$ cat src/rtl/core/assert_macros.svh
// assertion macros used by the rssi gate crossing detector
`ifndef ASSERT_MACROS_SVH
`define ASSERT_MACROS_SVH

// clocked check, disabled while reset is held
`define ASSERT_CLK(label, prop, msg) \
    label: assert property (@(posedge aclk) disable iff (!aresetn) prop) else $error(msg);

// clocked check that also holds during reset
`define ASSERT_ALWAYS(label, prop, msg) \
    label: assert property (@(posedge aclk) prop) else $error(msg);

`endif

$ cat src/rtl/core/rgcd_pkg.sv
// types and constants of the rssi gate crossing detector
package rgcd_pkg;

    localparam logic [7:0]  RSSI_MAX     = 8'hFF;
    localparam logic [15:0] DURATION_MAX = 16'hFFFF;

    // input kinds
    localparam logic [1:0] KIND_SAMPLE = 2'd0;
    localparam logic [1:0] KIND_RESET  = 2'd1;
    localparam logic [1:0] KIND_END    = 2'd2;

    // result kinds
    localparam logic [1:0] RES_PEAK   = 2'd0;
    localparam logic [1:0] RES_NADIR  = 2'd1;
    localparam logic [1:0] RES_PASS   = 2'd2;
    localparam logic [1:0] RES_STATUS = 2'd3;

    // direction of the last level change
    localparam logic [1:0] SIGN_FLAT = 2'b00;
    localparam logic [1:0] SIGN_UP   = 2'b01;
    localparam logic [1:0] SIGN_DOWN = 2'b11;

    // configuration register indexes
    localparam logic [1:0] REG_ACTIVATED   = 2'd0;
    localparam logic [1:0] REG_ENTER_LEVEL = 2'd1;
    localparam logic [1:0] REG_EXIT_LEVEL  = 2'd2;

    localparam logic [7:0] ENTER_RESET = 8'd96;
    localparam logic [7:0] EXIT_RESET  = 8'd80;

    localparam int RES_DEPTH = 4;

    typedef struct packed {
        logic [7:0]  level;
        logic [31:0] first_ms;
        logic [15:0] dur;
    } ext_t;

    typedef struct packed {
        logic [1:0]  kind_res;
        logic [7:0]  level;
        logic [31:0] first_time;
        logic [15:0] duration;
        logic [7:0]  pass_nadir;
        logic [7:0]  lap_count;
        logic        crossing;
        logic [7:0]  lifetime_peak;
        logic [7:0]  lifetime_nadir;
        logic        last;
    } res_t;

endpackage

$ cat src/rtl/core/rssi_gate_crossing_detector.sv
// rssi gate crossing detector: extremum tracking, lifetime range and pass reports
// Each input item (sample, tracking reset or end-crossing command) waits in the input register
// until the result buffer is free, is then processed against the tracking state, and loads one to
// four result items into a four-entry result buffer; the last of them is the status item,
// marked by m_tlast. Results leave one per cycle on the single result channel while m_tready is
// high, and an item is processed only once all results of the previous item have left; the input
// register can meanwhile take the next item. A new item is loaded in the cycle the previous item's
// final result leaves. Configuration writes take effect on the next processed item.
`include "assert_macros.svh"

module rssi_gate_crossing_detector (
    input  logic        aclk,
    input  logic        aresetn,
    // configuration
    input  logic        cfg_we,
    input  logic [1:0]  cfg_addr,
    input  logic [7:0]  cfg_wdata,
    // input items
    input  logic        s_tvalid,
    output logic        s_tready,
    input  logic [47:0] s_tdata,   // rssi, timestamp, peak_slot_free, nadir_slot_free
    input  logic [1:0]  s_tuser,   // kind
    // result items
    output logic        m_tvalid,
    input  logic        m_tready,
    // level, first_time, duration, pass_nadir, lap_count, crossing,
    // lifetime_peak, lifetime_nadir
    output logic [95:0] m_tdata,
    output logic [1:0]  m_tuser,   // kind_res
    output logic        m_tlast    // last
);

    // configuration
    logic       activated_reg;
    logic [7:0] enter_level_reg;
    logic [7:0] exit_level_reg;

    // input register
    logic        in_valid_reg;
    logic [1:0]  in_kind_reg;
    logic [7:0]  in_rssi_reg;
    logic [31:0] in_ts_reg;
    logic        in_pfree_reg;
    logic        in_nfree_reg;

    // tracking state
    logic [7:0]          cur_reg, cur_next;
    logic [1:0]          sign_reg, sign_next;
    rgcd_pkg::ext_t      hp_reg, hp_next;
    rgcd_pkg::ext_t      hn_reg, hn_next;
    rgcd_pkg::ext_t      pp_reg, pp_next;
    logic                peak_pend_reg, peak_pend_next;
    logic                nadir_pend_reg, nadir_pend_next;
    logic [7:0]          life_max_reg, life_max_next;
    logic [7:0]          life_min_reg, life_min_next;
    logic                in_cross_reg, in_cross_next;
    logic [7:0]          pass_low_reg, pass_low_next;
    logic [7:0]          laps_reg, laps_next;

    // result buffer
    rgcd_pkg::res_t res_reg [rgcd_pkg::RES_DEPTH];
    rgcd_pkg::res_t res_next [rgcd_pkg::RES_DEPTH];
    logic [2:0]     res_cnt_next;
    logic [2:0]     res_left_reg;
    logic [1:0]     rd_ptr_reg;

    logic           buf_free;
    logic           load;
    logic           pop;
    rgcd_pkg::res_t out_res;
    rgcd_pkg::res_t pass_rec;

    logic [31:0] hp_diff, hn_diff, pp_diff;
    logic [15:0] hp_dur, hn_dur, pp_dur;
    logic        rising, falling, do_end;

    function automatic logic [15:0] sat_dur(input logic [31:0] diff);
        sat_dur = (diff > {16'd0, rgcd_pkg::DURATION_MAX}) ? rgcd_pkg::DURATION_MAX
                                                          : diff[15:0];
    endfunction

    function automatic rgcd_pkg::res_t ext_res(input logic [1:0] kind,
                                               input rgcd_pkg::ext_t e);
        rgcd_pkg::res_t r;
        r            = '0;
        r.kind_res   = kind;
        r.level      = e.level;
        r.first_time = e.first_ms;
        r.duration   = e.dur;
        ext_res      = r;
    endfunction

    // handshake
    assign pop      = m_tvalid && m_tready;
    assign buf_free = (res_left_reg == 3'd0) || (pop && res_left_reg == 3'd1);
    assign load     = in_valid_reg && buf_free;
    assign s_tready = !in_valid_reg || load;

    assign out_res  = res_reg[rd_ptr_reg];
    assign m_tvalid = (res_left_reg != 3'd0);
    assign m_tuser  = out_res.kind_res;
    assign m_tlast  = out_res.last;
    assign m_tdata  = {7'd0, out_res.lifetime_nadir, out_res.lifetime_peak, out_res.crossing,
                       out_res.lap_count, out_res.pass_nadir, out_res.duration,
                       out_res.first_time, out_res.level};

    // flat durations, all from the stored first times
    assign hp_diff = in_ts_reg - hp_reg.first_ms;
    assign hn_diff = in_ts_reg - hn_reg.first_ms;
    assign pp_diff = in_ts_reg - pp_reg.first_ms;
    assign hp_dur  = sat_dur(hp_diff);
    assign hn_dur  = sat_dur(hn_diff);
    assign pp_dur  = sat_dur(pp_diff);

    assign rising  = in_rssi_reg > cur_reg;
    assign falling = in_rssi_reg < cur_reg;

    // pass report, midpoint of the peak plateau
    always_comb begin
        pass_rec            = '0;
        pass_rec.kind_res   = rgcd_pkg::RES_PASS;
        pass_rec.level      = pp_reg.level;
        pass_rec.first_time = pp_reg.first_ms + {17'd0, pp_reg.dur[15:1]};
        pass_rec.pass_nadir = pass_low_reg;
        pass_rec.lap_count  = laps_reg + 8'd1;
    end

    always_comb begin
        cur_next        = cur_reg;
        sign_next       = sign_reg;
        hp_next         = hp_reg;
        hn_next         = hn_reg;
        pp_next         = pp_reg;
        peak_pend_next  = peak_pend_reg;
        nadir_pend_next = nadir_pend_reg;
        life_max_next   = life_max_reg;
        life_min_next   = life_min_reg;
        in_cross_next   = in_cross_reg;
        pass_low_next   = pass_low_reg;
        laps_next       = laps_reg;
        do_end          = 1'b0;
        res_cnt_next    = 3'd0;
        for (int i = 0; i < rgcd_pkg::RES_DEPTH; i++) begin
            res_next[i] = '0;
        end

        case (in_kind_reg)
            rgcd_pkg::KIND_SAMPLE: begin
                if (activated_reg) begin
                    cur_next = in_rssi_reg;
                    if (rising) begin
                        if (peak_pend_next) begin
                            res_next[res_cnt_next[1:0]] = ext_res(rgcd_pkg::RES_PEAK, hp_next);
                            res_cnt_next   = res_cnt_next + 3'd1;
                            peak_pend_next = 1'b0;
                        end
                        hp_next = '{in_rssi_reg, in_ts_reg, 16'd0};
                        if (sign_reg != rgcd_pkg::SIGN_UP) begin
                            nadir_pend_next = 1'b1;
                        end
                    end else if (falling) begin
                        if (nadir_pend_next) begin
                            res_next[res_cnt_next[1:0]] = ext_res(rgcd_pkg::RES_NADIR, hn_next);
                            res_cnt_next    = res_cnt_next + 3'd1;
                            nadir_pend_next = 1'b0;
                        end
                        hn_next = '{in_rssi_reg, in_ts_reg, 16'd0};
                        if (sign_reg != rgcd_pkg::SIGN_DOWN) begin
                            peak_pend_next = 1'b1;
                        end
                    end else if (in_rssi_reg == hp_reg.level) begin
                        hp_next.dur = hp_dur;
                        // plateau saturated: flush and restart the peak
                        if (hp_dur == rgcd_pkg::DURATION_MAX) begin
                            if (peak_pend_next) begin
                                res_next[res_cnt_next[1:0]] = ext_res(rgcd_pkg::RES_PEAK,
                                                                      hp_next);
                                res_cnt_next   = res_cnt_next + 3'd1;
                                peak_pend_next = 1'b0;
                            end
                            hp_next = '{in_rssi_reg, in_ts_reg, 16'd0};
                        end
                    end else if (in_rssi_reg == hn_reg.level) begin
                        hn_next.dur = hn_dur;
                        if (hn_dur == rgcd_pkg::DURATION_MAX) begin
                            if (nadir_pend_next) begin
                                res_next[res_cnt_next[1:0]] = ext_res(rgcd_pkg::RES_NADIR,
                                                                      hn_next);
                                res_cnt_next    = res_cnt_next + 3'd1;
                                nadir_pend_next = 1'b0;
                            end
                            hn_next = '{in_rssi_reg, in_ts_reg, 16'd0};
                        end
                    end
                    sign_next = rising ? rgcd_pkg::SIGN_UP
                              : (falling ? rgcd_pkg::SIGN_DOWN : rgcd_pkg::SIGN_FLAT);

                    // slot-driven flush
                    if (peak_pend_next && in_pfree_reg) begin
                        res_next[res_cnt_next[1:0]] = ext_res(rgcd_pkg::RES_PEAK, hp_next);
                        res_cnt_next   = res_cnt_next + 3'd1;
                        peak_pend_next = 1'b0;
                    end
                    if (nadir_pend_next && in_nfree_reg) begin
                        res_next[res_cnt_next[1:0]] = ext_res(rgcd_pkg::RES_NADIR, hn_next);
                        res_cnt_next    = res_cnt_next + 3'd1;
                        nadir_pend_next = 1'b0;
                    end

                    if (in_rssi_reg > life_max_reg) begin
                        life_max_next = in_rssi_reg;
                    end
                    if (in_rssi_reg < life_min_reg) begin
                        life_min_next = in_rssi_reg;
                    end

                    if (!in_cross_reg && in_rssi_reg >= enter_level_reg) begin
                        in_cross_next = 1'b1;
                    end else if (in_cross_reg && in_rssi_reg < exit_level_reg) begin
                        do_end = 1'b1;
                    end
                end
            end
            rgcd_pkg::KIND_RESET: begin
                in_cross_next   = 1'b0;
                pp_next         = '0;
                pass_low_next   = rgcd_pkg::RSSI_MAX;
                life_max_next   = 8'd0;
                life_min_next   = rgcd_pkg::RSSI_MAX;
                hp_next         = '0;
                peak_pend_next  = 1'b0;
                hn_next         = '{rgcd_pkg::RSSI_MAX, 32'd0, 16'd0};
                nadir_pend_next = 1'b0;
            end
            rgcd_pkg::KIND_END: begin
                do_end = 1'b1;
            end
            default: begin
            end
        endcase

        if (do_end) begin
            res_next[res_cnt_next[1:0]] = pass_rec;
            res_cnt_next  = res_cnt_next + 3'd1;
            laps_next     = pass_rec.lap_count;
            in_cross_next = 1'b0;
            pp_next.level = 8'd0;
            pass_low_next = rgcd_pkg::RSSI_MAX;
        end

        // pass peak and pass low follow the sample after the crossing decision
        if (in_kind_reg == rgcd_pkg::KIND_SAMPLE && activated_reg) begin
            if (in_cross_next) begin
                if (in_rssi_reg > pp_reg.level) begin
                    pp_next = '{in_rssi_reg, in_ts_reg, 16'd0};
                end else if (in_rssi_reg == pp_reg.level) begin
                    pp_next.dur = pp_dur;
                end
            end else if (in_rssi_reg < pass_low_next) begin
                pass_low_next = in_rssi_reg;
            end
        end

        res_next[res_cnt_next[1:0]].kind_res       = rgcd_pkg::RES_STATUS;
        res_next[res_cnt_next[1:0]].crossing       = in_cross_next;
        res_next[res_cnt_next[1:0]].lifetime_peak  = life_max_next;
        res_next[res_cnt_next[1:0]].lifetime_nadir = life_min_next;
        res_next[res_cnt_next[1:0]].last           = 1'b1;
        res_cnt_next = res_cnt_next + 3'd1;
    end

    // configuration registers
    always_ff @(posedge aclk) begin
        if (!aresetn) begin
            activated_reg   <= 1'b0;
            enter_level_reg <= rgcd_pkg::ENTER_RESET;
            exit_level_reg  <= rgcd_pkg::EXIT_RESET;
        end else if (cfg_we) begin
            case (cfg_addr)
                rgcd_pkg::REG_ACTIVATED:   activated_reg   <= cfg_wdata[0];
                rgcd_pkg::REG_ENTER_LEVEL: enter_level_reg <= cfg_wdata;
                rgcd_pkg::REG_EXIT_LEVEL:  exit_level_reg  <= cfg_wdata;
                default: begin
                end
            endcase
        end
    end

    // input register
    always_ff @(posedge aclk) begin
        if (!aresetn) begin
            in_valid_reg <= 1'b0;
        end else if (s_tvalid && s_tready) begin
            in_valid_reg <= 1'b1;
        end else if (load) begin
            in_valid_reg <= 1'b0;
        end
        if (s_tvalid && s_tready) begin
            in_kind_reg  <= s_tuser;
            in_rssi_reg  <= s_tdata[7:0];
            in_ts_reg    <= s_tdata[39:8];
            in_pfree_reg <= s_tdata[40];
            in_nfree_reg <= s_tdata[41];
        end
    end

    // tracking state, updated as the item is processed
    always_ff @(posedge aclk) begin
        if (!aresetn) begin
            cur_reg        <= 8'd0;
            sign_reg       <= rgcd_pkg::SIGN_FLAT;
            hp_reg         <= '0;
            hn_reg         <= '{rgcd_pkg::RSSI_MAX, 32'd0, 16'd0};
            pp_reg         <= '0;
            peak_pend_reg  <= 1'b0;
            nadir_pend_reg <= 1'b0;
            life_max_reg   <= 8'd0;
            life_min_reg   <= rgcd_pkg::RSSI_MAX;
            in_cross_reg   <= 1'b0;
            pass_low_reg   <= rgcd_pkg::RSSI_MAX;
            laps_reg       <= 8'd0;
        end else if (load) begin
            cur_reg        <= cur_next;
            sign_reg       <= sign_next;
            hp_reg         <= hp_next;
            hn_reg         <= hn_next;
            pp_reg         <= pp_next;
            peak_pend_reg  <= peak_pend_next;
            nadir_pend_reg <= nadir_pend_next;
            life_max_reg   <= life_max_next;
            life_min_reg   <= life_min_next;
            in_cross_reg   <= in_cross_next;
            pass_low_reg   <= pass_low_next;
            laps_reg       <= laps_next;
        end
    end

    // result buffer
    always_ff @(posedge aclk) begin
        if (!aresetn) begin
            res_left_reg <= 3'd0;
            rd_ptr_reg   <= 2'd0;
        end else if (load) begin
            res_left_reg <= res_cnt_next;
            rd_ptr_reg   <= 2'd0;
        end else if (pop) begin
            res_left_reg <= res_left_reg - 3'd1;
            rd_ptr_reg   <= rd_ptr_reg + 2'd1;
        end
        if (load) begin
            for (int i = 0; i < rgcd_pkg::RES_DEPTH; i++) begin
                res_reg[i] <= res_next[i];
            end
        end
    end

    `ASSERT_ALWAYS(a_reset_empty, !aresetn |=> !m_tvalid, "result item valid after reset")
    `ASSERT_CLK(a_left_bound, res_left_reg <= 3'd4, "result count above buffer depth")
    `ASSERT_CLK(a_last_is_final, m_tvalid |-> (m_tlast == (res_left_reg == 3'd1)),
                "last flag not on the final result item")
    `ASSERT_CLK(a_load_shows, load |=> m_tvalid, "processed item produced no result")
    `ASSERT_CLK(a_hold_input, in_valid_reg && !buf_free |=> in_valid_reg,
                "waiting input item dropped")

endmodule

$ cat config.mk
export PLATFORM = sky130hd
export DESIGN_NAME = rssi_gate_crossing_detector
export DESIGN_NICKNAME = d
export VERILOG_FILES = /design/src/rtl/core/rgcd_pkg.sv /design/src/rtl/core/rssi_gate_crossing_detector.sv
export VERILOG_INCLUDE_DIRS = /design/src /design/src/rtl/core
export SDC_FILE = /design/constraint.sdc
export NUM_CORES = 2
export LEC_CHECK = 0
export ABC_CLOCK_PERIOD_IN_PS = 15400
export BUFFER_PORTS_ARGS = -buffer_cell sky130_fd_sc_hd__buf_2
export CAP_MARGIN = 10
export CELL_PAD_IN_SITES_DETAIL_PLACEMENT = 1
export CELL_PAD_IN_SITES_GLOBAL_PLACEMENT = 2
export CORE_MARGIN = 1
export CORE_UTILIZATION = 30
export DETAILED_ROUTE_END_ITERATION = 16
export PLACE_DENSITY = 0.73
export SLEW_MARGIN = 20
export SYNTH_ARGS = -nofsm -noshare
export SYNTH_HDL_FRONTEND = slang
export SYNTH_SLANG_ARGS = --single-unit
$ cat constraint.sdc
create_clock -name aclk -period 15.4 [get_ports aclk]
set_input_delay 3.08 -clock aclk [delete_from_list [all_inputs] [get_ports aclk]]
set_output_delay 3.08 -clock aclk [all_outputs]
set_load 0.03 [all_outputs]
======== Yosys cells after proc, flatten, opt, wreduce, memory -nomap -nowiden ========
Memories as Yosys holds them, arrays and structs flattened. A register that Yosys moved wholly into a read port is not among the register bits.
Cells that the tools add are included.
cells by class
  magnitude comparators ................... 19
  reduce and logical (&&, ||, !) cells .... 31
  bitwise operators ....................... 5
  mux-type cells .......................... 137
  equality and inequality tests ........... 13
  $add $sub $neg .......................... 11
operators by type and width
  kind                    number
  $bwmux W368             8
  $mux W368               7
  $demux W92 S2           8
  $mux W56                18
  $mux W92                9
  $mux W91                4
  $mux W90                3
  $pmux W56 S2            2
  $gt A32 B16 Y1 const B  3
  $sub A32 B32 Y32        3
  $mux W16                5
  $mux W8                 10
  $mux W3                 14
  $mux W40                1
  $mux W1                 35
  $add A32 B15 Y32        1
  $eq A16 B16 Y1 const B  2
  $lt A8 B8 Y1            4
  $pmux W8 S2             2
  $eq A8 B8 Y1            3
  $gt A8 B8 Y1            3
  $mux W18                1
  $mux W17                1
  $logic_and A1 B1 Y1     13
  other kinds (26)        56
storage, ports and cells
  logic and storage cells ................. 246
  memories kept ........................... 1
  register bits after elaboration ......... 280
  bits of input ports ..................... 65
  bits in writable memories ............... 368
  output and inout port bits .............. 101
memory list
  name     words  width  rd ports  clocked after memory_dff  write ports  line                               RTL
  res_reg  4      92     1         1                         4            rssi_gate_crossing_detector.sv:61  rgcd_pkg::res_t res_reg [rgcd_pkg::RES_DEPTH];

======== Longest topological paths before layout ========
  depth after elaboration ................. 31
  mapped depth ............................ 27
  mapped depth without buffers ............ 22

======== Worst setup path after synthesis ========
Ideal clock, no wire load.
  path kind ............................... input-to-reg
  start point ............................. input port m_tready
  end point ............................... register life_max_reg[1]
  path buffers ............................ 1
  setup time .............................. 0.627 ns
  cell stages on the path ................. 6
  data arrival time ....................... 13.904 ns
  required time ........................... 14.773 ns
  setup slack ............................. 0.869 ns
  cells stage by stage .................... a21oi_1 nor2_1 nand2_1 inv_2 clkbuf_1 a211oi_1
on the way
  cells in the longest elaborated chain, start to end .. 4
ends and longest elaborated chain
  item                    line                                RTL
  start: declaration      rssi_gate_crossing_detector.sv:25   input logic m_tready,
  $logic_and A1 B1 Y1     rssi_gate_crossing_detector.sv:94   assign pop = m_tvalid && m_tready;
  $logic_and A1 B1 Y1     rssi_gate_crossing_detector.sv:95   assign buf_free = (res_left_reg == 3'd0) || (pop && res_left_reg == 3'd1);
  $logic_or A1 B1 Y1      rssi_gate_crossing_detector.sv:95
  $logic_and A1 B1 Y1     rssi_gate_crossing_detector.sv:96   assign load = in_valid_reg && buf_free;
  net load                rssi_gate_crossing_detector.sv:68   logic load;
  end signal: assignment  rssi_gate_crossing_detector.sv:330  life_max_reg <= life_max_next;
  end: declaration        rssi_gate_crossing_detector.sv:54   logic [7:0] life_max_reg, life_max_next;
The timed path passes the listed nets, and every way through them passes these cells.
A chain may end at the register's enable or synchronous reset.

==> results.md <==
* Core area at 128,000 um2
* R2R Setup Slk at ~6.6 ns
* Mapped Area at just under 40,000 um2
* Die height at between 300 and 400 um
* TritonCTS clock tree: built
* Total CTS buffers at 77
* R2R depth at 23
* Hold Path Sink: cur_reg[5]
* Grt ovf at 0
* DP HPWL at slightly below 100 mm
* RR Endpoint: res_reg[1][80]
* Max-cap violations at 0
* Final Hold Viols at 0
* Critical path startpoint category: register
* CTS sink cnt at between 600 and 700
* Hold_buf cts at 0
* Worst-Skew Late Latency at just over 0.7 ns
* Overall routing resource usage at 21.4%
* # port buffers at between 150 and 200
* Final worst-path cycle share at between 50% and 60%
* Syn Inst Count at between 3,000 and 4,000
* FMAX at approximately 0.11 GHz
* Worst slew pin tran at 1.10 ns
* Power density over cell area at between 100 and 150 nW/um2
* Slew Limit Fails at 0
* RSZ-0062 raised after global routing: false
* P&R area growth vs syn at 13.6%
* Arr. time, crit path at approximately 9.3 ns
* RR Startpoint: in_ts_reg[0]
* Leading area contributor after synthesis: edfxtp_1
* Row Count at roughly 130
* Pint at approximately 3.9 mW
* Clk buf depth at 3
* Commonest non-fill, non-tap cell in the layout: nor2_1
* Avg Cell Area, Syn at 9.76 um2
* Die Area at ~130,000 um2
* Kind of critical path: register to register
* Ys Warns at 0
* Final wirelength at roughly 140 mm
* Crit path required time at roughly 16 ns
* P_leak at 15.6 nW
* # setup viols final at 0
* Max IR drop VDD at between 0.09 and 0.1 mV
* Post-synth top area share at 31.9%
* Post-synth EDFFs at between 400 and 500
* CTS root buf: clkbuf_16
* Routed vias at roughly 33,000
* Io pins at around 170
* Routed wire per std cell at about 25 um
* Fill cell total of the finished layout at roughly 15,000
* Switching share of power at about 36%
* Rel. slew slack at 26.2%
* HP Class: register to register
* Synth area leaders: edfxtp_1 32%, dfxtp_1 12%, ha_1 5.7%
* Initial antenna violation count at 7
* Cell Area, Placed at ~41,000 um2
* Sequential cell area fraction in the yosys report at approximately 44%
* Max reg flops at ~370
* Post-CTS resize count at 0
* Routability cong. at approximately 0.87
* Largest net degree at the start of global routing at between 100 and 150
* Share of flip-flops with an asynchronous set or reset at 0%
* Logic pwr share at 30.8%
* Commonest non-fill, non-tap cells in the layout: 509 x nor2_1, 412 x edfxtp_1, 284 x a21oi_1
* Top FF cell, synth: edfxtp_1
* First-pass GRT wire length at between 200 and 250 mm
* Minimum clock period at 8.81 ns
* Htree depth at 3
* Status: completed
* Worst setup EP type: register
* Clock Pin Slew Worst Setup and Hold Paths at ~0.06 ns
* WHS Path Cells at 2
* Post-CTS setup buffer count at 0
* Hold Path Origin: cur_reg[5]
* Initial Util at between 30 and 40%
* Fin Clk Skew at a little under 0.05 ns
* Drc violations at 0
* ANT nets after route at 0
* Share of cells above drive strength 1 at 12.4%
* Clk pwr share at a little under a third
* CP max FO at 42
* Vias in the first global route at between 30,000 and 40,000
* Seq pwr share at a little under two fifths
* Count of different cell masters after synthesis at between 90 and 100
* Initial DRC Count at between 2,000 and 3,000
* Nets at about 4,300
* Psw at 2.19 mW
* Vias/cell at around 5.7
* Setup TNS at 0 ns
* Final instance area at 44,000 um2
* Die width at around 360 um
* First-pass detailed-route iteration total at 5
* FF+latch count, synth at between 600 and 700
-- power groups by stage --
stage | Clock [mW] | Sequential (mW) | Combinational [mW]
2_1_floorplan | 0 | 2.38 | 1.28
3_3_place_gp | 0 | 2.31 | 1.84
3_5_place_dp | 0 | 2.32 | 1.86
4_1_cts | 1.96 | 2.29 | 1.87
5_1_grt | 2.02 | 2.31 | 1.99
6_report | 1.91 | 2.28 | 1.86
-- routing by layer --
metal | up-vias | track usage (%) | wire length (um)
met5 | - | 0 | 13
met3 | 204 | 2.73 | 7100
met4 | 2 | 6.80 | 4260
li1 | 15000 | - | -
met2 | 935 | 35.4 | 67000
met1 | 16800 | 29.0 | 64800
-- layout make-up --
cell class	count	area [um2]	share of cell area (%)
Sequential cell	649	17100	38.9
Clock inverter	45	599	1.36
Multi-Input combinational cell	2899	20100	45.6
Clock buffer	97	2030	4.62
Antenna cell	1	2.50	0.00568
Tap cell	1662	2080	4.72
Inverter	197	752	1.71
Timing Repair Buffer	231	1370	3.10
-- stage by stage --
step           worst slack (ns)  util [%]  hold WS [ns]  std cells  power, mW
2_1_floorplan             0.869         -         0.436       4009       3.66
3_3_place_gp               6.99      32.4         0.445       5637       4.15
3_5_place_dp               6.83      32.4         0.451       5638       4.18
4_1_cts                    6.75      34.4         0.458       5780       6.12
5_1_grt                    6.34      34.4         0.478       5780       6.32
6_report                   6.59      34.4         0.459       5781       6.06
-- how the worst max path moves through the flow --
stage / startpoint / end / slack, ns / depth (start not counted)
2_1_floorplan: m_tready / life_max_reg[1] / 0.87 / 6
3_3_place_gp: in_ts_reg[0] / res_reg[1][80] / 6.99 / 23
3_5_place_dp: in_ts_reg[0] / res_reg[1][80] / 6.83 / 23
4_1_cts: in_ts_reg[0] / res_reg[1][80] / 6.75 / 23
5_1_grt: in_ts_reg[0] / res_reg[0][74] / 6.34 / 24
6_report: in_ts_reg[0] / res_reg[1][80] / 6.59 / 23
-- synthesized netlist by cell type (32+ instances only) --
library cell  number
a211oi_1          37
a21o_1            80
a21oi_1          287
a221oi_1          40
a22o_1            46
a22oi_1           98
a31oi_1           64
and2_1            65
and3_1            64
buf_1             34
buf_2             32
clkbuf_1         182
dfxtp_1          237
edfxtp_1         412
ha_1             175
inv_1            193
mux2i_1           69
mux4_2            92
nand2_1          253
nand2b_1          38
nand3_1           79
nand4_1           45
nor2_1           511
nor2b_1           54
nor3_1            42
o21a_1            37
o21ai_0          163
o22a_1            40
o22ai_1           54
xnor2_1           77
xor2_1            36
-- kinds of logic after synthesis --
| logic type | after synthesis | synth area share, % |
|---|---|---|
| flops | 649 | 44.2 |
| mux | 174 | 7.51 |
| buf+inv | 461 | 4.75 |
| compound gates | 1140 | 19.9 |
| other cells | 1 | 0.00968 |
| simple gates | 1253 | 15.3 |
| fa+ha+maj | 179 | 5.86 |
| xor+xnor | 113 | 2.55 |
-- worst max-delay path, cell delays in order, from the launching register on --
cell       delay (ns)
edfxtp_1         0.49
inv_1            0.21
ha_1             0.27
fa_1             0.39
nand2b_1         0.19
a21oi_1          0.27
a211oi_1         0.18
o21ai_0          0.25
xnor2_1          0.23
or4_1            0.59
o41ai_1          0.77
or4_1            0.35
o211ai_1         0.33
o221a_2          0.30
o2bb2ai_1        0.26
and2_1           0.28
inv_1            0.09
ha_1             0.43
nand2_2          0.12
buf_4            0.57
nand4_1          0.83
buf_4            0.64
o22a_1           0.37
o21ai_0          0.12
No activity file was read; power rests on OpenSTA's default activity.
